## src/hdl/gwwlb_pkg.sv

```systemverilog
// Shared codes, widths and job size for the greedy word-wrap line breaker.
`default_nettype none
package gwwlb_pkg;

  localparam int CLASS_BITS     = 2;
  localparam int BYTES_BITS     = 3;
  localparam int ADV_BITS       = 8;
  localparam int WIDTH_BITS     = 12;
  localparam int CFG_INDEX_BITS = 1;
  localparam int QUEUE_DEPTH    = 4;

  localparam logic [WIDTH_BITS-1:0] MAX_WIDTH_RESET = 12'd304;

  localparam logic [CLASS_BITS-1:0] CLS_ORDINARY = 2'd0;
  localparam logic [CLASS_BITS-1:0] CLS_SPACE    = 2'd1;
  localparam logic [CLASS_BITS-1:0] CLS_BREAK    = 2'd2;
  localparam logic [CLASS_BITS-1:0] CLS_END      = 2'd3;

  localparam logic [CFG_INDEX_BITS-1:0] REG_MAX_WIDTH       = 1'd0;
  localparam logic [CFG_INDEX_BITS-1:0] REG_BREAK_AT_SPACES = 1'd1;

  // job: result count (2), base line index, three results of bytes + sep + done
  function automatic int job_bits(input int cb);
    return 2 + cb + 3 * (cb + 2);
  endfunction

endpackage
`default_nettype wire

```

## src/hdl/gwwlb_front.sv

```systemverilog
// Front part: config registers, line state, classifies each character into a job.
`default_nettype none
module gwwlb_front #(
  parameter int COUNT_BITS = 12
) (
  input  logic                                         clk,
  input  logic                                         rst,
  input  logic                                         cfg_write,
  input  logic [gwwlb_pkg::CFG_INDEX_BITS-1:0]         cfg_index,
  input  logic [gwwlb_pkg::WIDTH_BITS-1:0]             cfg_data,
  input  logic                                         in_valid,
  output logic                                         in_ready,
  input  logic [gwwlb_pkg::CLASS_BITS-1:0]             char_class,
  input  logic [gwwlb_pkg::BYTES_BITS-1:0]             char_bytes,
  input  logic [gwwlb_pkg::ADV_BITS-1:0]               char_advance,
  output logic                                         push,
  output logic [gwwlb_pkg::job_bits(COUNT_BITS)-1:0]   job,
  input  logic                                         full
);
  import gwwlb_pkg::*;

  typedef struct packed {
    logic [COUNT_BITS-1:0] bytes;
    logic                  sep;
    logic                  done;
  } result_t;

  typedef struct packed {
    logic [1:0]            count;
    logic [COUNT_BITS-1:0] base;
    result_t [2:0]         res;
  } job_t;

  typedef struct packed {
    logic [WIDTH_BITS-1:0] lw;
    logic [COUNT_BITS-1:0] lbc;
    logic [COUNT_BITS-1:0] bbs;
    logic [COUNT_BITS-1:0] bas;
    logic [WIDTH_BITS-1:0] was;
  } line_t;

  logic [WIDTH_BITS-1:0] max_width;
  logic                  break_at_spaces;
  line_t                 line, line_next;
  logic [COUNT_BITS-1:0] line_counter, line_counter_next;
  job_t                  j;
  logic                  accept;

  logic [COUNT_BITS-1:0] nb;
  logic [WIDTH_BITS-1:0] adv;
  logic [WIDTH_BITS:0]   mw13, w0, w1, wn;
  logic                  fit0, fit1, fitn, marks;
  logic [COUNT_BITS:0]   lbc_sum, bas_sum, lc_sum;
  logic [COUNT_BITS-1:0] lbc_plus, bas_plus;
  line_t                 fresh;

  assign in_ready = !full;
  assign accept   = in_valid && in_ready;
  assign push     = accept && (j.count != 2'd0);
  assign job      = j;

  assign nb   = {{(COUNT_BITS-BYTES_BITS){1'b0}}, char_bytes};
  assign adv  = {{(WIDTH_BITS-ADV_BITS){1'b0}}, char_advance};
  assign mw13 = {1'b0, max_width};
  assign w0   = {1'b0, line.lw} + {1'b0, adv};
  assign w1   = {1'b0, line.was} + {1'b0, adv};
  assign wn   = {1'b0, adv};
  assign fit0 = w0 <= mw13;
  assign fit1 = w1 <= mw13;
  assign fitn = wn <= mw13;
  assign marks = (char_class == CLS_SPACE) && break_at_spaces && (line.lbc != '0);

  assign lbc_sum  = {1'b0, line.lbc} + {1'b0, nb};
  assign bas_sum  = {1'b0, line.bas} + {1'b0, nb};
  assign lbc_plus = lbc_sum[COUNT_BITS] ? '1 : lbc_sum[COUNT_BITS-1:0];
  assign bas_plus = bas_sum[COUNT_BITS] ? '1 : bas_sum[COUNT_BITS-1:0];

  assign fresh = '{lw: adv, lbc: nb, bbs: '0, bas: nb, was: adv};

  always_comb begin
    line_next = line;
    j         = '0;
    j.base    = line_counter;
    case (char_class)
      CLS_BREAK: begin
        j.res[0]  = '{bytes: line.lbc, sep: 1'b1, done: 1'b0};
        j.count   = 2'd1;
        line_next = '0;
      end
      CLS_END: begin
        if (line.lbc != '0) begin
          j.res[0] = '{bytes: line.lbc, sep: 1'b0, done: 1'b0};
          j.res[1] = '{bytes: '0, sep: 1'b0, done: 1'b1};
          j.count  = 2'd2;
        end else begin
          j.res[0] = '{bytes: '0, sep: 1'b0, done: 1'b1};
          j.count  = 2'd1;
        end
        line_next = '0;
      end
      default: begin
        if (fit0) begin
          line_next.lw  = w0[WIDTH_BITS-1:0];
          line_next.lbc = lbc_plus;
          if (marks) begin
            line_next.bbs = line.lbc;
            line_next.bas = '0;
            line_next.was = '0;
          end else begin
            line_next.bas = bas_plus;
            line_next.was = line.was + adv;
          end
        end else if (marks) begin
          // overflowing space ends the line at itself
          j.res[0]  = '{bytes: line.lbc, sep: 1'b1, done: 1'b0};
          j.count   = 2'd1;
          line_next = '0;
        end else if (line.bbs != '0) begin
          j.res[0] = '{bytes: line.bbs, sep: 1'b1, done: 1'b0};
          if (fit1) begin
            line_next = '{lw: w1[WIDTH_BITS-1:0], lbc: bas_plus, bbs: '0, bas: nb, was: adv};
            j.count   = 2'd1;
          end else if (line.bas == '0) begin
            j.res[1]  = '{bytes: nb, sep: 1'b0, done: 1'b0};
            j.count   = 2'd2;
            line_next = '0;
          end else begin
            j.res[1] = '{bytes: line.bas, sep: 1'b0, done: 1'b0};
            if (fitn) begin
              line_next = fresh;
              j.count   = 2'd2;
            end else begin
              j.res[2]  = '{bytes: nb, sep: 1'b0, done: 1'b0};
              j.count   = 2'd3;
              line_next = '0;
            end
          end
        end else if (line.lbc == '0) begin
          // too wide for any line: a line of its own
          j.res[0]  = '{bytes: nb, sep: 1'b0, done: 1'b0};
          j.count   = 2'd1;
          line_next = '0;
        end else begin
          j.res[0] = '{bytes: line.lbc, sep: 1'b0, done: 1'b0};
          if (fitn) begin
            line_next = fresh;
            j.count   = 2'd1;
          end else begin
            j.res[1]  = '{bytes: nb, sep: 1'b0, done: 1'b0};
            j.count   = 2'd2;
            line_next = '0;
          end
        end
      end
    endcase
  end

  assign lc_sum = {1'b0, line_counter} + {{(COUNT_BITS-1){1'b0}}, j.count};

  always_comb begin
    if (char_class == CLS_END) begin
      line_counter_next = '0;
    end else begin
      line_counter_next = lc_sum[COUNT_BITS] ? '1 : lc_sum[COUNT_BITS-1:0];
    end
  end

  always_ff @(posedge clk) begin
    if (rst) begin
      max_width       <= MAX_WIDTH_RESET;
      break_at_spaces <= 1'b1;
    end else if (cfg_write) begin
      case (cfg_index)
        REG_MAX_WIDTH:       max_width       <= cfg_data;
        REG_BREAK_AT_SPACES: break_at_spaces <= cfg_data[0];
        default: begin
        end
      endcase
    end
  end

  always_ff @(posedge clk) begin
    if (rst) begin
      line         <= '0;
      line_counter <= '0;
    end else if (accept) begin
      line         <= line_next;
      line_counter <= line_counter_next;
    end
  end

  a_end_pushes: assert property (@(posedge clk) disable iff (rst)
    accept && (char_class == CLS_END) |-> push)
    else $error("end of text gave no transaction");

  a_break_pushes: assert property (@(posedge clk) disable iff (rst)
    accept && (char_class == CLS_BREAK) |-> push && (j.count == 2'd1))
    else $error("newline did not give exactly one line");

  a_fit_silent: assert property (@(posedge clk) disable iff (rst)
    accept && (char_class == CLS_ORDINARY || char_class == CLS_SPACE) && fit0 |-> !push)
    else $error("fitting character produced a line");

endmodule
`default_nettype wire

```

## src/hdl/gwwlb_queue.sv

```systemverilog
// Short FIFO of jobs between the front and back parts.
`default_nettype none
module gwwlb_queue #(
  parameter int WIDTH = 80,
  parameter int DEPTH = 4
) (
  input  logic             clk,
  input  logic             rst,
  input  logic             push,
  input  logic [WIDTH-1:0] push_data,
  output logic             full,
  input  logic             pop,
  output logic [WIDTH-1:0] head,
  output logic             empty
);
  localparam int PTR_BITS = (DEPTH > 1) ? $clog2(DEPTH) : 1;
  localparam int CNT_BITS = $clog2(DEPTH + 1);

  logic [WIDTH-1:0]    mem [DEPTH];
  logic [PTR_BITS-1:0] wr_ptr, rd_ptr;
  logic [CNT_BITS-1:0] count;

  assign full  = count == CNT_BITS'(DEPTH);
  assign empty = count == '0;
  assign head  = mem[rd_ptr];

  always_ff @(posedge clk) begin
    if (push) begin
      mem[wr_ptr] <= push_data;
    end
  end

  always_ff @(posedge clk) begin
    if (rst) begin
      wr_ptr <= '0;
      rd_ptr <= '0;
      count  <= '0;
    end else begin
      if (push) begin
        wr_ptr <= (wr_ptr == PTR_BITS'(DEPTH - 1)) ? '0 : wr_ptr + 1'b1;
      end
      if (pop) begin
        rd_ptr <= (rd_ptr == PTR_BITS'(DEPTH - 1)) ? '0 : rd_ptr + 1'b1;
      end
      case ({push, pop})
        2'b10:   count <= count + 1'b1;
        2'b01:   count <= count - 1'b1;
        default: count <= count;
      endcase
    end
  end

  a_no_overflow: assert property (@(posedge clk) disable iff (rst) push |-> !full)
    else $error("push into full queue");

  a_no_underflow: assert property (@(posedge clk) disable iff (rst) pop |-> !empty)
    else $error("pop from empty queue");

  a_count_track: assert property (@(posedge clk) disable iff (rst)
    push && !pop |=> !empty)
    else $error("queue empty after push");

endmodule
`default_nettype wire

```

## src/hdl/gwwlb_back.sv

```systemverilog
// Back part: walks the results of the head job into the output register.
`default_nettype none
module gwwlb_back #(
  parameter int COUNT_BITS = 12
) (
  input  logic                                       clk,
  input  logic                                       rst,
  input  logic [gwwlb_pkg::job_bits(COUNT_BITS)-1:0] head,
  input  logic                                       empty,
  output logic                                       pop,
  output logic                                       out_valid,
  input  logic                                       out_ready,
  output logic [COUNT_BITS-1:0]                      line_bytes,
  output logic                                       separator_bytes,
  output logic [COUNT_BITS-1:0]                      line_index,
  output logic                                       text_done,
  output logic                                       last_of_run
);
  import gwwlb_pkg::*;

  typedef struct packed {
    logic [COUNT_BITS-1:0] bytes;
    logic                  sep;
    logic                  done;
  } result_t;

  typedef struct packed {
    logic [1:0]            count;
    logic [COUNT_BITS-1:0] base;
    result_t [2:0]         res;
  } job_t;

  job_t                  j;
  result_t               sel;
  logic [1:0]            pos;
  logic                  load, last;
  logic [COUNT_BITS:0]   idx_sum;
  logic [COUNT_BITS-1:0] idx;

  assign j    = head;
  assign load = !empty && (!out_valid || out_ready);
  assign last = pos == (j.count - 2'd1);
  assign pop  = load && last;

  always_comb begin
    case (pos)
      2'd1:    sel = j.res[1];
      2'd2:    sel = j.res[2];
      default: sel = j.res[0];
    endcase
  end

  assign idx_sum = {1'b0, j.base} + {{(COUNT_BITS-1){1'b0}}, pos};
  assign idx     = idx_sum[COUNT_BITS] ? '1 : idx_sum[COUNT_BITS-1:0];

  always_ff @(posedge clk) begin
    if (rst) begin
      pos       <= '0;
      out_valid <= 1'b0;
    end else begin
      if (load) begin
        pos       <= last ? 2'd0 : pos + 2'd1;
        out_valid <= 1'b1;
      end else if (out_ready) begin
        out_valid <= 1'b0;
      end
    end
  end

  always_ff @(posedge clk) begin
    if (load) begin
      line_bytes      <= sel.bytes;
      separator_bytes <= sel.sep;
      line_index      <= idx;
      text_done       <= sel.done;
      last_of_run     <= last;
    end
  end

  a_done_last: assert property (@(posedge clk) disable iff (rst)
    out_valid && text_done |-> last_of_run)
    else $error("end-of-text record is not last of its run");

  a_done_empty: assert property (@(posedge clk) disable iff (rst)
    out_valid && text_done |-> (line_bytes == '0) && !separator_bytes)
    else $error("end-of-text record carries a line");

  a_pos_range: assert property (@(posedge clk) disable iff (rst)
    !empty |-> pos < j.count)
    else $error("result position past job count");

endmodule
`default_nettype wire

```

## src/hdl/greedy_word_wrap_line_breaker.sv

```systemverilog
// Greedy word-wrap line breaker: use and timing of the block.
//
// Input channel (in_valid/in_ready): one character per transaction with its
// class, UTF-8 byte count and pixel advance. Output channel
// (out_valid/out_ready): one line record per transaction; an input causes
// zero to three records, the final one flagged by last_of_run.
// Configuration: cfg_write with cfg_index/cfg_data, taken at once; the user must
// write only while no transactions are outstanding (the block does not enforce it).
// Timing: with the queue and output idle, a taken character's job is written
// into the queue and its first record is then loaded into the output register;
// its further records follow one per cycle while the receiver is ready.
// Throughput: one character per cycle on the input; one record per cycle on
// the output, set by the single output register. A four-job queue between
// the front and back parts absorbs characters that cause several records;
// in_ready drops only while that queue is full.
// Reset (rst, synchronous): registers return to max_width 304 and
// break_at_spaces 1, line state and counter clear, queue and output empty.
// A stalled receiver holds the output record; the queue then fills and the
// input side stalls in turn.
`default_nettype none
module greedy_word_wrap_line_breaker #(
  parameter int COUNT_BITS = 12
) (
  input  logic                                 clk,
  input  logic                                 rst,
  input  logic                                 cfg_write,
  input  logic [gwwlb_pkg::CFG_INDEX_BITS-1:0] cfg_index,
  input  logic [gwwlb_pkg::WIDTH_BITS-1:0]     cfg_data,
  input  logic                                 in_valid,
  output logic                                 in_ready,
  input  logic [gwwlb_pkg::CLASS_BITS-1:0]     char_class,
  input  logic [gwwlb_pkg::BYTES_BITS-1:0]     char_bytes,
  input  logic [gwwlb_pkg::ADV_BITS-1:0]       char_advance,
  output logic                                 out_valid,
  input  logic                                 out_ready,
  output logic [COUNT_BITS-1:0]                line_bytes,
  output logic                                 separator_bytes,
  output logic [COUNT_BITS-1:0]                line_index,
  output logic                                 text_done,
  output logic                                 last_of_run
);
  import gwwlb_pkg::*;

  localparam int JOB_W = job_bits(COUNT_BITS);

  logic             push, full, pop, empty;
  logic [JOB_W-1:0] job, head;

  gwwlb_front #(.COUNT_BITS(COUNT_BITS)) u_front (
    .clk          (clk),
    .rst          (rst),
    .cfg_write    (cfg_write),
    .cfg_index    (cfg_index),
    .cfg_data     (cfg_data),
    .in_valid     (in_valid),
    .in_ready     (in_ready),
    .char_class   (char_class),
    .char_bytes   (char_bytes),
    .char_advance (char_advance),
    .push         (push),
    .job          (job),
    .full         (full)
  );

  gwwlb_queue #(.WIDTH(JOB_W), .DEPTH(QUEUE_DEPTH)) u_queue (
    .clk       (clk),
    .rst       (rst),
    .push      (push),
    .push_data (job),
    .full      (full),
    .pop       (pop),
    .head      (head),
    .empty     (empty)
  );

  gwwlb_back #(.COUNT_BITS(COUNT_BITS)) u_back (
    .clk             (clk),
    .rst             (rst),
    .head            (head),
    .empty           (empty),
    .pop             (pop),
    .out_valid       (out_valid),
    .out_ready       (out_ready),
    .line_bytes      (line_bytes),
    .separator_bytes (separator_bytes),
    .line_index      (line_index),
    .text_done       (text_done),
    .last_of_run     (last_of_run)
  );

endmodule
`default_nettype wire

```

## config.mk

```make
export PLATFORM = sky130hd
export DESIGN_NAME = greedy_word_wrap_line_breaker
export DESIGN_NICKNAME = d
export VERILOG_FILES = /design/src/hdl/gwwlb_pkg.sv /design/src/hdl/gwwlb_front.sv /design/src/hdl/gwwlb_queue.sv /design/src/hdl/gwwlb_back.sv /design/src/hdl/greedy_word_wrap_line_breaker.sv
export SDC_FILE = /design/constraint.sdc
export NUM_CORES = 1
export LEC_CHECK = 0
export ABC_AREA = 1
export ABC_CLOCK_PERIOD_IN_PS = 12850
export BUFFER_PORTS_ARGS = -buffer_cell sky130_fd_sc_hd__buf_4
export CORE_MARGIN = 10
export CORE_UTILIZATION = 62
export CTS_CLUSTER_SIZE = 14
export DETAILED_ROUTE_END_ITERATION = 16
export PLACE_DENSITY = 0.8
export SYNTH_ARGS = -nofsm -noshare
export SYNTH_HDL_FRONTEND = slang
export SYNTH_HIERARCHICAL = 1
export SYNTH_SLANG_ARGS = --single-unit
```

## constraint.sdc

```tcl
create_clock -name clk -period 12.85 [get_ports clk]
set_input_delay 0.6425 -clock clk [delete_from_list [all_inputs] [get_ports clk]]
set_output_delay 0.6425 -clock clk [all_outputs]
set_load 0.02 [all_outputs]
```

==> run summary, run 1 <==
CTS Buffer Depth - 3
Max stage delay cell, worst path - nor2_1
critical path class - flop to flop
drt wl/cell - 18.3 µm
first-pass GRT wire length - 72.1 mm
DRC - 0
share of total power in combinational logic - 37.6%
worst endpoint required time - 13.30 ns
clock power share - 25.3%
DIE WIDTH - 192 µm
Post-Synth Adder-Cell Area - 5.24%
share of cells above drive strength 1 - 11.3%
Sw Pwr - 1.53 mW
crit path DAT - 6.15 ns
Simple-Gate Fraction of Synth Area - 21.8%
Final nets - 2149
clock slew at reported path FFs - 0.06 ns
PnR worst setup slack - 7.15 ns
CTS sink cnt - 348
total die area - 37000 µm²
Crit path max-delay family - simple AND/OR/NAND/NOR gates
CP Launch Type - flop
max-slew violation count - 0
post-DP HPWL - 29.5 mm
area delta synth->final - 8.51%
worst slew pin tran - 1.06 ns
Max VDD drop - 0.000118 V
fin crit share - 44.4%
Async S/R FF share, synth - 0%
Mapped Cells - 2023
final setup violation count - 0
hold_buf cts - 0
largest net degree at the start of global routing - 81
Placed Instance Area - 18900 µm²
Row Count - 63
Power per Cell Area - 198 nW/µm²
n_diodes - 0
Max Cap Viol - 0
main combinational cell family by area after synthesis - simple AND/OR/NAND/NOR gates
Reg power frac - 37.2%
Final ANT Viol Nets - 0
CP endpoint kind - flop
Total GRT Usage - 24.2%
yosys warns - 6
antenna violations before repair - 0
leading register cell type out of synthesis - edfxtp_1
H-tree Lvls - 2
Fmax achieved - 0.175 GHz
First-pass DRT Iterations - 5
status - finished clean
I/O Pins - 60
CTS tree - yes
Layout Skew - 0.0162 ns
Sw Ratio - 38.7%
internal power - 2.42 mW
worst hold path class - primary input to flop
total length of routed wires - 45.0 mm
xor/xnor share of the synthesized area - 1.76%
post-cts resize count - 0
Vias - 14558
Vias/cell - 5.92
PortBufs - 59
#FFs+latches synth - 348
sequential element share of the synthesized area - 51.5%
Die H - 192 µm
Max FO, Critical Path - 54
Mapped Area - 18400 µm²
CTS root buf - clkbuf_16
RSZ-0062 raised after global routing - no
filler cell count - 2260
DRT iter0 DRCs - 1519
relative max-transition margin - 29.1%
Max stage delay on crit path - 0.46 ns
crit path time final - 5.70 ns
gpl congestion - 0.938
Worst-Skew Late Latency - 0.53 ns
Post-Place Worst Slack - 6.76 ns
Hold Vio Cnt, Final - 0
Core Footprint - 29500 µm²
Synth Area per Inst - 9.10 µm²
Setup TNS Final - 0 ns
CTS Buf Count - 36
total grt overflow - 0
Initial Util - 62.5%
mux cell area share after synthesis - 0%
most used cell, CP - nand2_1
Leak Pwr - 7.83 nW
vias in the first global route - 13980
cell area after layout - 20000 µm²
setup bufs post-CTS - 0
Post-synth EDFFs - 251
worst path bufs/invs - 4
Yosys cell types - 52
Compound-Gate Fraction of Synth Area - 12.7%
-- cells in the final DEF, fill, tap and decap left out, types with 5 or more instances in the layout --
master and instances:
o211ai_1 6, nor2_4 25, o21bai_1 5, inv_2 13, nor2_1 230, edfxtp_1 251
xnor2_1 8, xor2_1 29, nand2_2 14, nand3_1 153, o21ai_0 151, o22ai_2 20
fa_1 7, a21oi_1 136, o21ai_1 32, buf_4 72, clkbuf_1 5, ha_1 66
clkbuf_16 36, o22ai_1 47, conb_1 12, nor3_1 23, nor3_2 6, inv_1 159
nand3b_1 5, nor2_2 9, o21ai_2 6, dfxtp_1 96, nand4_1 34, clkinv_1 6
nand2_1 364
-- power by group through the flow --
stage                     combinational, mW  clock [mW]  sequential (mW)
final                                  1.48       0.998             1.47
after global routing                   1.65        1.06             1.48
after CTS                              1.47        1.01             1.47
after detailed placement               1.46           0             1.49
after global placement                 1.43           0             1.48
after floorplan                        1.08           0             1.52
-- per-layer routing --
layer / GRT usage [%] / wire, µm / up-vias
met3: 3.92 / 3850 / 94
met1: 31.4 / 18300 / 6821
met4: 9.39 / 1380 / 0
met5: 0 / 0 / -
met2: 39.8 / 21500 / 673
li1: - / - / 6970
-- cell usage after synthesis (2+ instances only) --
| cell type | count | area (µm²) |
|---|---|---|
| nand3_2 | 3 | 30.0 |
| nor3_2 | 6 | 60.1 |
| clkinv_1 | 2 | 7.51 |
| buf_1 | 5 | 18.8 |
| o21ai_1 | 32 | 160 |
| xor2_1 | 29 | 254 |
| nor3_1 | 23 | 115 |
| buf_2 | 23 | 115 |
| buf_6 | 14 | 158 |
| a221oi_1 | 2 | 17.5 |
| xnor2_1 | 8 | 70.1 |
| nand3b_1 | 5 | 37.5 |
| o21ai_0 | 151 | 756 |
| nand3_1 | 153 | 766 |
| nand4_1 | 34 | 213 |
| o211ai_1 | 6 | 45.0 |
| a21oi_1 | 136 | 681 |
| o22ai_2 | 20 | 250 |
| inv_1 | 163 | 612 |
| buf_12 | 3 | 60.1 |
| edfxtp_1 | 251 | 7540 |
| nor2_2 | 9 | 56.3 |
| nand3_4 | 3 | 52.6 |
| fa_1 | 7 | 140 |
| nand2_1 | 364 | 1370 |
| nor2_4 | 25 | 282 |
| or2_2 | 3 | 18.8 |
| nand2_2 | 14 | 87.6 |
| o21ai_2 | 6 | 52.6 |
| dfxtp_1 | 97 | 1940 |
| nand2_4 | 2 | 22.5 |
| clkbuf_1 | 36 | 135 |
| buf_4 | 16 | 120 |
| and3_1 | 2 | 12.5 |
| inv_2 | 9 | 33.8 |
| o21bai_1 | 5 | 37.5 |
| nor2_1 | 230 | 863 |
| o22ai_1 | 47 | 294 |
| ha_1 | 66 | 826 |
-- flip-flops by register name, indices dropped and copies added (netlist names), named ones only --
| signal | cells |
|---|---|
| u_queue/mem | 224 |
| u_front/line | 60 |
| u_back/line_bytes | 12 |
| u_back/line_index | 12 |
| u_front/line_counter | 12 |
| u_front/max_width | 12 |
| u_queue/count | 3 |
| u_back/pos | 2 |
| u_queue/rd_ptr | 2 |
| u_queue/wr_ptr | 2 |
| u_back/last_of_run | 1 |
| u_back/out_valid | 1 |
| u_back/separator_bytes | 1 |
| u_back/text_done | 1 |
| u_front/break_at_spaces | 1 |
-- layout make-up --
cell class	instances	area [µm²]	area share (%)
clock buffer	44	961	4.81
clock inverter	17	160	0.801
inverter	176	668	3.34
multi-input combinational	1411	7690	38.5
sequential	348	9480	47.4
tap	390	488	2.44
timing repair buffer	72	541	2.70
-- metrics by stage --
step	power (mW)	utilization [%]	hold slack, ns	instances
floorplan	2.60	-	0.429	2034
global placement	2.91	64.0	0.461	2397
detailed placement	2.96	64.0	0.465	2397
CTS	3.95	67.8	0.328	2458
global route	4.19	67.8	0.355	2458
finish	3.95	67.8	0.344	2458
-- path summary, 6_finish.rpt --
kind	startpoint	end	slack [ns]	depth (start not counted)
worst max-delay path	u_front/line[48]	u_front/line_counter[5]	7.15	32
worst max register to register	u_front/line[48]	u_front/line_counter[5]	7.15	32
worst min register to register	u_front/line[3]	u_front/line[3]	0.47	2
worst min-delay path	cfg_data[4]	u_front/max_width[4]	0.34	3
-- worst reg2reg max path: cells and delay by family (launching register included) --
kind / cells / cell delay, ns
flops: 1 / 0.31
compound gates: 2 / 0.45
simple gates: 20 / 2.98
fa+ha+maj: 5 / 1.44
buf+inv: 4 / 0.30
xor+xnor: 1 / 0.16
-- cells by family after synthesis --
kind of cell	after synthesis
buffers and inverters	275
adders and majority gates	73
xor gates and xnor gates	37
AOI/OAI and AO/OA	411
other	1
DFF	348
and+or+nand+nor	878
Power figures use the tool's default switching activity.
==> run 2, diff against run 1 <==
--- a/config.mk
+++ b/config.mk
@@ -6,13 +6,13 @@
 export NUM_CORES = 1
 export LEC_CHECK = 0
 export ABC_AREA = 1
-export ABC_CLOCK_PERIOD_IN_PS = 12850
+export ABC_CLOCK_PERIOD_IN_PS = 5170
 export BUFFER_PORTS_ARGS = -buffer_cell sky130_fd_sc_hd__buf_4
 export CORE_MARGIN = 10
-export CORE_UTILIZATION = 62
+export CORE_UTILIZATION = 57
 export CTS_CLUSTER_SIZE = 14
 export DETAILED_ROUTE_END_ITERATION = 16
-export PLACE_DENSITY = 0.8
+export PLACE_DENSITY = 0.77
 export SYNTH_ARGS = -nofsm -noshare
 export SYNTH_HDL_FRONTEND = slang
 export SYNTH_HIERARCHICAL = 1
==> constraint.sdc (replaced) <==
create_clock -name clk -period 5.17 [get_ports clk]
set_input_delay 0.2585 -clock clk [delete_from_list [all_inputs] [get_ports clk]]
set_output_delay 0.2585 -clock clk [all_outputs]
set_load 0.02 [all_outputs]
==> run 2 against run 1 <==
Net effect:
- clock-buffer cell count grew 10
- maximum frequency is 17% higher
- sequential cell count did not move
- sequential power up 150%
- routed wire length grew 2.8%
- final cell count increased by 1.4%
- critical path depth down 3
- global-route usage is 1.3 points lower
- clock skew grew 0.0048 ns
- power increased to 2.5 times the previous value
- register-to-register slack got worse by 6.9 ns
- combinational power grew to 2.6 times the previous value
- largest power group unchanged
==> run summary, run 2 (synthesized netlist as in run 1, its figures left out) <==
status - finished clean (unchanged)
CTS root buf - clkbuf_16 (unchanged)
Most flops, register - u_queue/mem (unchanged)
Leak Pwr - 7.95 nW (was 7.83 nW)
PortBufs - 59 (unchanged)
area delta synth->final - 10.3% (was 8.51%)
Layout Skew - 0.0211 ns (was 0.0162 ns)
Setup TNS Final - 0 ns (unchanged)
most common cell after layout, fill and taps aside - nand2_1 (unchanged)
crit path DAT - 5.32 ns (was 6.15 ns)
CTS tree - yes (unchanged)
Final ANT Viol Nets - 0 (unchanged)
final setup violation count - 0 (unchanged)
worst path bufs/invs - 3 (was 4)
clock slew at reported path FFs - 0.06 ns (about the same)
n_diodes - 0 (unchanged)
crit path time final - 4.87 ns (was 5.70 ns)
Power per Cell Area - 490 nW/µm² (was 198 nW/µm²)
Post-Place Worst Slack - -0.000429 ns (was 6.76 ns)
Core Footprint - 31700 µm² (was 29500 µm²)
Fmax achieved - 0.205 GHz (was 0.175 GHz)
First-pass DRT Iterations - 6 (was 5)
Vias/cell - 5.87 (was 5.92)
CTS Buf Count - 37 (was 36)
Placed Instances - 2417 (was 2397)
max-slew violation count - 0 (unchanged)
Max stage delay on crit path - 0.41 ns (was 0.46 ns)
fin crit share - 94.2% (was 44.4%)
Max stage delay cell, worst path - fa_1 (was nor2_1)
relative max-transition margin - 26.0% (was 29.1%)
Total GRT Usage - 22.9% (was 24.2%)
Crit path max-delay family - simple AND/OR/NAND/NOR gates (unchanged)
largest net degree at the start of global routing - 107 (was 81)
drt wl/cell - 18.6 µm (was 18.3 µm)
Row Count - 65 (was 63)
CP Launch Type - flop (unchanged)
worst hold path class - primary input to flop (unchanged)
Final Total Pwr - 9.94 mW (was 3.95 mW)
multi-input logic area - 7740 µm² (was 7690 µm²)
CTS sink cnt - 348 (unchanged)
most frequent cells in the layout - nand2_1 (363), edfxtp_1 (251), nor2_1 (228), inv_1 (159), nand3_1 (152) (was nand2_1 (364), edfxtp_1 (251), nor2_1 (230), inv_1 (159), nand3_1 (153))
Final nets - 2168 (was 2149)
routed metal-1 wirelength - 19.1 mm (was 18.3 mm)
share of cells above drive strength 1 - 12.1% (was 11.3%)
Max Cap Viol - 0 (unchanged)
total area of sequential cells - 9480 µm² (unchanged)
Largest regs - u_queue/mem x224, u_front/line x60 (unchanged)
Sw Ratio - 38.8% (was 38.7%)
filler cell count - 2544 (was 2260)
post-DP HPWL - 30.0 mm (was 29.5 mm)
internal power - 6.09 mW (was 2.42 mW)
met3 wire len - 3.54 mm (was 3.85 mm)
DRC - 0 (unchanged)
Largest register FFs - 224 (unchanged)
Hold Vio Cnt, Final - 0 (unchanged)
clock power share - 25.3% (about the same)
Vias - 14625 (was 14558)
worst slew pin tran - 1.11 ns (was 1.06 ns)
first-pass GRT wire length - 73.0 mm (was 72.1 mm)
Max FO, Critical Path - 6 (was 54)
antenna violations before repair - 0 (unchanged)
total length of routed wires - 46.3 mm (was 45.0 mm)
highest routed layer - met4 (unchanged)
I/O Pins - 60 (unchanged)
total grt overflow - 0 (unchanged)
DRT iter0 DRCs - 1364 (was 1519)
cell area after layout - 20300 µm² (was 20000 µm²)
CP endpoint kind - flop (unchanged)
met2 WL post-DR - 22.3 mm (was 21.5 mm)
total die area - 39900 µm² (was 37000 µm²)
Initial Util - 58.1% (was 62.5%)
Worst-Skew Late Latency - 0.54 ns (was 0.53 ns)
H-tree Lvls - 2 (unchanged)
critical path class - flop to flop (unchanged)
vias in the first global route - 13947 (was 13980)
Sw Pwr - 3.85 mW (was 1.53 mW)
worst endpoint required time - 5.62 ns (was 13.30 ns)
Reg power frac - 36.5% (was 37.2%)
Finished Layout Cells - 2493 (was 2458)
gpl congestion - 0.930 (was 0.938)
DIE WIDTH - 200 µm (was 192 µm)
most used cell, CP - nand2_1 (unchanged)
Die H - 200 µm (was 192 µm)
CTS Buffer Depth - 3 (unchanged)
share of total power in combinational logic - 38.2% (was 37.6%)
Max VDD drop - 0.000306 V (was 0.000118 V)
PnR worst setup slack - 0.298 ns (was 7.15 ns)
Placed Instance Area - 19000 µm² (was 18900 µm²)
-- run 2: cell types whose count changed in the layout (fill, tap and decap cells not counted), moves of 3 or more --
cell	delta
buf_12	+4
buf_4	+7
clkbuf_1	+7
clkbuf_16	+3
clkinvlp_4	-3
dlygate4sd3_1	+7
-- run 2: path summary, 6_finish.rpt --
kind	startpoint	to	slack [ns]	cells past startpoint
setup / recovery	u_front/line[0]	u_front/line_counter[2]	0.30	29
hold / removal	cfg_data[2]	u_front/max_width[2]	0.01	3
setup reg to reg	u_front/line[0]	u_front/line_counter[2]	0.30	29
hold reg to reg	u_front/line[52]	u_front/line[52]	0.47	2
-- run 2: metrics by stage --
stage	hold slack, ns	util, %
2_1_floorplan	0.328	-
3_3_place_gp	0.457	59.9
3_5_place_dp	0.466	59.9
4_1_cts	0.00192	63.8
5_1_grt	0.0255	64.0
6_report	0.0111	64.0
-- run 2: layout make-up --
type,count,share of cell area [%]
inverter,176,3.29
timing repair buffer,90,3.66
clock buffer,54,5.23
clock inverter,12,0.530
tap,402,2.48
multi-input combinational,1411,38.1
sequential,348,46.7
-- run 2: repair_timing --
item	in CTS	in global routing
endpoints found under the hold margin	6	0
buffers inserted	0	3
hold buffers	7	0
setup endpoints to repair	0	12
gates resized for setup	0	13
-- run 2: per-layer routing --
| metal | vias to the layer above | track usage [%] |
|---|---|---|
| met4 | 0 | 8.58 |
| met1 | 6842 | 29.6 |
| met5 | - | 0 |
| met3 | 96 | 2.86 |
| li1 | 7031 | - |
| met2 | 656 | 38.7 |
-- run 2: worst register-to-register path: cells and delay by family (launching register included) --
kind,cells,cell delay (ns)
AOI/OAI and AO/OA,3,0.47
xor gates and xnor gates,1,0.18
adders and majority gates,5,1.33
buffers and inverters,3,0.29
DFF,1,0.33
and+or+nand+nor,17,2.19
-- run 2: power groups by stage --
stage          Sequential [mW]  Clock (mW)  Combinational, mW
2_1_floorplan             3.78           0               2.68
3_3_place_gp              3.67           0               3.63
3_5_place_dp              3.68           0               3.72
4_1_cts                   3.63        2.57               3.75
5_1_grt                   3.66        2.67               4.20
6_report                  3.63        2.52               3.80
==> run 3, diff against run 2 <==
--- a/config.mk
+++ b/config.mk
@@ -6,14 +6,13 @@
 export NUM_CORES = 1
 export LEC_CHECK = 0
 export ABC_AREA = 1
-export ABC_CLOCK_PERIOD_IN_PS = 5170
+export ABC_CLOCK_PERIOD_IN_PS = 5300
 export BUFFER_PORTS_ARGS = -buffer_cell sky130_fd_sc_hd__buf_4
 export CORE_MARGIN = 10
-export CORE_UTILIZATION = 57
+export CORE_UTILIZATION = 62
 export CTS_CLUSTER_SIZE = 14
 export DETAILED_ROUTE_END_ITERATION = 16
-export PLACE_DENSITY = 0.77
+export PLACE_DENSITY = 0.8
 export SYNTH_ARGS = -nofsm -noshare
 export SYNTH_HDL_FRONTEND = slang
-export SYNTH_HIERARCHICAL = 1
 export SYNTH_SLANG_ARGS = --single-unit
==> constraint.sdc (replaced) <==
create_clock -name clk -period 5.3 [get_ports clk]
set_input_delay 0.265 -clock clk [delete_from_list [all_inputs] [get_ports clk]]
set_output_delay 0.265 -clock clk [all_outputs]
set_load 0.02 [all_outputs]
==> run 3 against run 2 <==
Net effect:
- power decreased by 12%
- non-clock buffer count increased by 12
- synthesized area decreased by 12%
- critical path depth increased by 3
- utilization increased by 5.6 points
- clock skew decreased by 0.0096 ns
- worst setup slack improved by 0.033 ns
- via count decreased by 8.6%
- maximum frequency decreased by 2.0%
- first-iteration DRC count decreased by 7.5%
- synthesized cell count decreased by 8.0%
- final cell count decreased by 8.9%
- largest cell class unchanged
==> run summary, run 3 <==
Final Total Pwr - 8.78 mW (was 9.94 mW)
most used cell, CP - inv_2 (was nand2_1)
Mapped Area - 16200 µm² (was 18400 µm²)
PortBufs - 59 (unchanged)
Yosys cell types - 54 (was 52)
most common cell after layout, fill and taps aside - nand2_1 (unchanged)
Power per Cell Area - 488 nW/µm² (was 490 nW/µm²)
worst hold path class - primary input to flop (unchanged)
fin crit share - 93.8% (was 94.2%)
share of the synthesized area in the top cell type - 37.7% (was 40.9%)
sequential element share of the synthesized area - 49.7% (was 51.5%)
worst endpoint required time - 5.77 ns (was 5.62 ns)
Critical Path Start - u_front.line[0] (was u_front/line[0])
Layout Skew - 0.0114 ns (was 0.0211 ns)
post-DP HPWL - 26.7 mm (was 30.0 mm)
Max VDD drop - 0.000360 V (was 0.000306 V)
clock slew at reported path FFs - 0.06 ns (about the same)
Synth Net Count - 1966
Hold Vio Cnt, Final - 0 (unchanged)
Max stage delay cell, worst path - fa_2 (was fa_1)
DIE WIDTH - 181 µm (was 200 µm)
first-pass GRT wire length - 65.7 mm (was 73.0 mm)
CP endpoint kind - flop (unchanged)
Max Cap Viol - 0 (unchanged)
Mapped Cells - 1862 (was 2023)
Post-synth top cells - nand2_1 (337), nor2_1 (225), edfxtp_1 (203), inv_1 (174), o21ai_0 (143) (was nand2_1 (364), edfxtp_1 (251), nor2_1 (230), inv_1 (163), nand3_1 (153))
crit path DAT - 5.43 ns (was 5.32 ns)
status - finished clean (unchanged)
CTS Buf Count - 30 (was 37)
CTS root buf - clkbuf_16 (unchanged)
CP Launch Type - flop (unchanged)
#FFs+latches synth - 300 (was 348)
gpl congestion - 0.939 (was 0.930)
First-pass DRT Iterations - 6 (unchanged)
Max FO, Critical Path - 5 (was 6)
Min Hold Slack - 0.112 ns (was 0.0111 ns)
Synth Area per Inst - 8.68 µm² (was 9.10 µm²)
H-tree Lvls - 1 (was 2)
critical path class - flop to flop (unchanged)
Vias - 13368 (was 14625)
Hold Crit Start - cfg_index (was cfg_data[2])
drt wl/cell - 17.8 µm (was 18.6 µm)
total die area - 32900 µm² (was 39900 µm²)
Worst-Skew Late Latency - 0.55 ns (was 0.54 ns)
Core Footprint - 25800 µm² (was 31700 µm²)
Initial Util - 62.5% (was 58.1%)
Fmax achieved - 0.201 GHz (was 0.205 GHz)
relative max-transition margin - 41.2% (was 26.0%)
Simple-Gate Fraction of Synth Area - 21.5% (was 21.8%)
CTS sink cnt - 300 (was 348)
total grt overflow - 0 (unchanged)
max-slew violation count - 0 (unchanged)
Row Count - 59 (was 65)
Async S/R FF share, synth - 0% (unchanged)
Final ANT Viol Nets - 0 (unchanged)
share of cells above drive strength 1 - 11.1% (was 12.1%)
source of the worst register-to-register timing path - u_front.line[0] (was u_front/line[0])
final setup violation count - 0 (unchanged)
area delta synth->final - 11.4% (was 10.3%)
Leak Pwr - 7.39 nW (was 7.95 nW)
Post-synth EDFFs - 203 (was 251)
main combinational cell family by area after synthesis - simple AND/OR/NAND/NOR gates (unchanged)
Final nets - 2017 (was 2168)
Post-Synth Adder-Cell Area - 5.98% (was 5.24%)
xor/xnor share of the synthesized area - 2.39% (was 1.76%)
Most flops, register - u_queue.mem (was u_queue/mem)
I/O Pins - 60 (unchanged)
Compound-Gate Fraction of Synth Area - 13.0% (was 12.7%)
worst slew pin tran - 0.876 ns (was 1.11 ns)
mux cell area share after synthesis - 0% (unchanged)
CTS Buffer Depth - 3 (unchanged)
Largest regs - u_queue.mem x176, u_front.line x60 (was u_queue/mem x224, u_front/line x60)
Max stage delay on crit path - 0.35 ns (was 0.41 ns)
leading register cell type out of synthesis - edfxtp_1 (unchanged)
n_diodes - 0 (unchanged)
most frequent cells in the layout - nand2_1 (335), nor2_1 (219), edfxtp_1 (203), inv_1 (171), o21ai_0 (142) (was nand2_1 (363), edfxtp_1 (251), nor2_1 (228), inv_1 (159), nand3_1 (152))
largest net degree at the start of global routing - 89 (was 107)
Largest register FFs - 176 (was 224)
Total GRT Usage - 23.8% (was 22.9%)
post-synth top area cell - edfxtp_1 (unchanged)
DRC - 0 (unchanged)
CTS tree - yes (unchanged)
total length of routed wires - 40.5 mm (was 46.3 mm)
DRT iter0 DRCs - 1262 (was 1364)
Area contributors post-synth - edfxtp_1 (38%), dfxtp_1 (12%), nand2_1 (7.8%) (was edfxtp_1 (41%), dfxtp_1 (11%), nand2_1 (7.4%))
Die H - 181 µm (was 200 µm)
crit path time final - 4.97 ns (was 4.87 ns)
yosys warns - 0 (was 6)
Vias/cell - 5.88 (was 5.87)
count leader, synth - nand2_1 (unchanged)
antenna violations before repair - 1 (was 0)
vias in the first global route - 13020 (was 13947)
run 3: cell count changes after synthesis, moves of 10 or more:
| cell | change |
|---|---|
| edfxtp_1 | -48 |
| nand2_1 | -27 |
| nor2_4 | -23 |
| o21ai_1 | -21 |
| o22ai_2 | -19 |
| nand4_1 | -16 |
| nand3_1 | -12 |
| inv_1 | +11 |
| a22o_1 | +10 |
run 3: what timing repair did:
action / CTS / global route
hold endpoints to repair: 13 / 0
setup buffers: 0 / 7
hold buffers: 14 / 0
gates resized for setup: 0 / 20
endpoints found under the setup margin: 0 / 11
run 3: routing by layer:
layer  routed length (µm)  share of wire [%]  vias to the layer above  GRT usage [%]
li1                     -                  -                     6450              -
met1                16900                 42                     6236           31.5
met2                19100                 47                      570           38.7
met3                 3180                7.8                      110           3.82
met4                 1330                3.3                        2           9.14
met5                   13              0.032                        -              0
run 3: path summary, 6_finish.rpt:
check / endpoint / slack, ns / cells after the start
worst max register to register: u_front.line_counter[2] / 0.33 / 32
worst min-delay path: u_front.max_width[5] / 0.11 / 3
worst max-delay path: u_front.line_counter[2] / 0.33 / 32
worst min register to register: u_queue.count[0] / 0.47 / 1
run 3: stage by stage:
stage	setup WS, ns	util, %	cell area, µm²	TNS, ns	cells
CTS	0.146	69.1	17900	0	2264
detailed placement	0.132	65.0	16800	0	2194
global route	-0.0341	69.6	18000	-0.0753	2272
floorplan	0.450	-	16200	0	1862
global placement	0.408	65.0	16800	0	2194
finish	0.331	69.6	18000	0	2272
run 3: area by class of cell:
cell class                 count  area (µm²)
multi-input combinational   1285        7050
clock buffer                  44         835
sequential                   300        8040
fill                        1996        7840
clock inverter                12        88.8
timing repair buffer         102         827
inverter                     194         736
tap                          335         419
run 3: power breakdown:
part	switching (mW)	internal (mW)	total (mW)	leakage, nW
clock	0.860	1.14	2.00	0.445
combinational	2.47	1.17	3.64	4.25
sequential	0.166	2.98	3.14	2.69
run 3: cells by family after synthesis:
logic type	after synthesis
XOR/XNOR	44
buffers and inverters	277
adder cells (fa/ha/maj)	73
AO/OA/AOI/OAI	379
flip-flops	300
AND/OR/NAND/NOR	789
run 3: critical path: cells and delay by family (launching register included):
family	cells	cell delay [ns]
simple gates	16	2.00
fa+ha+maj	5	1.22
compound gates	4	0.65
buf+inv	6	0.51
flops	1	0.34
xor+xnor	1	0.17
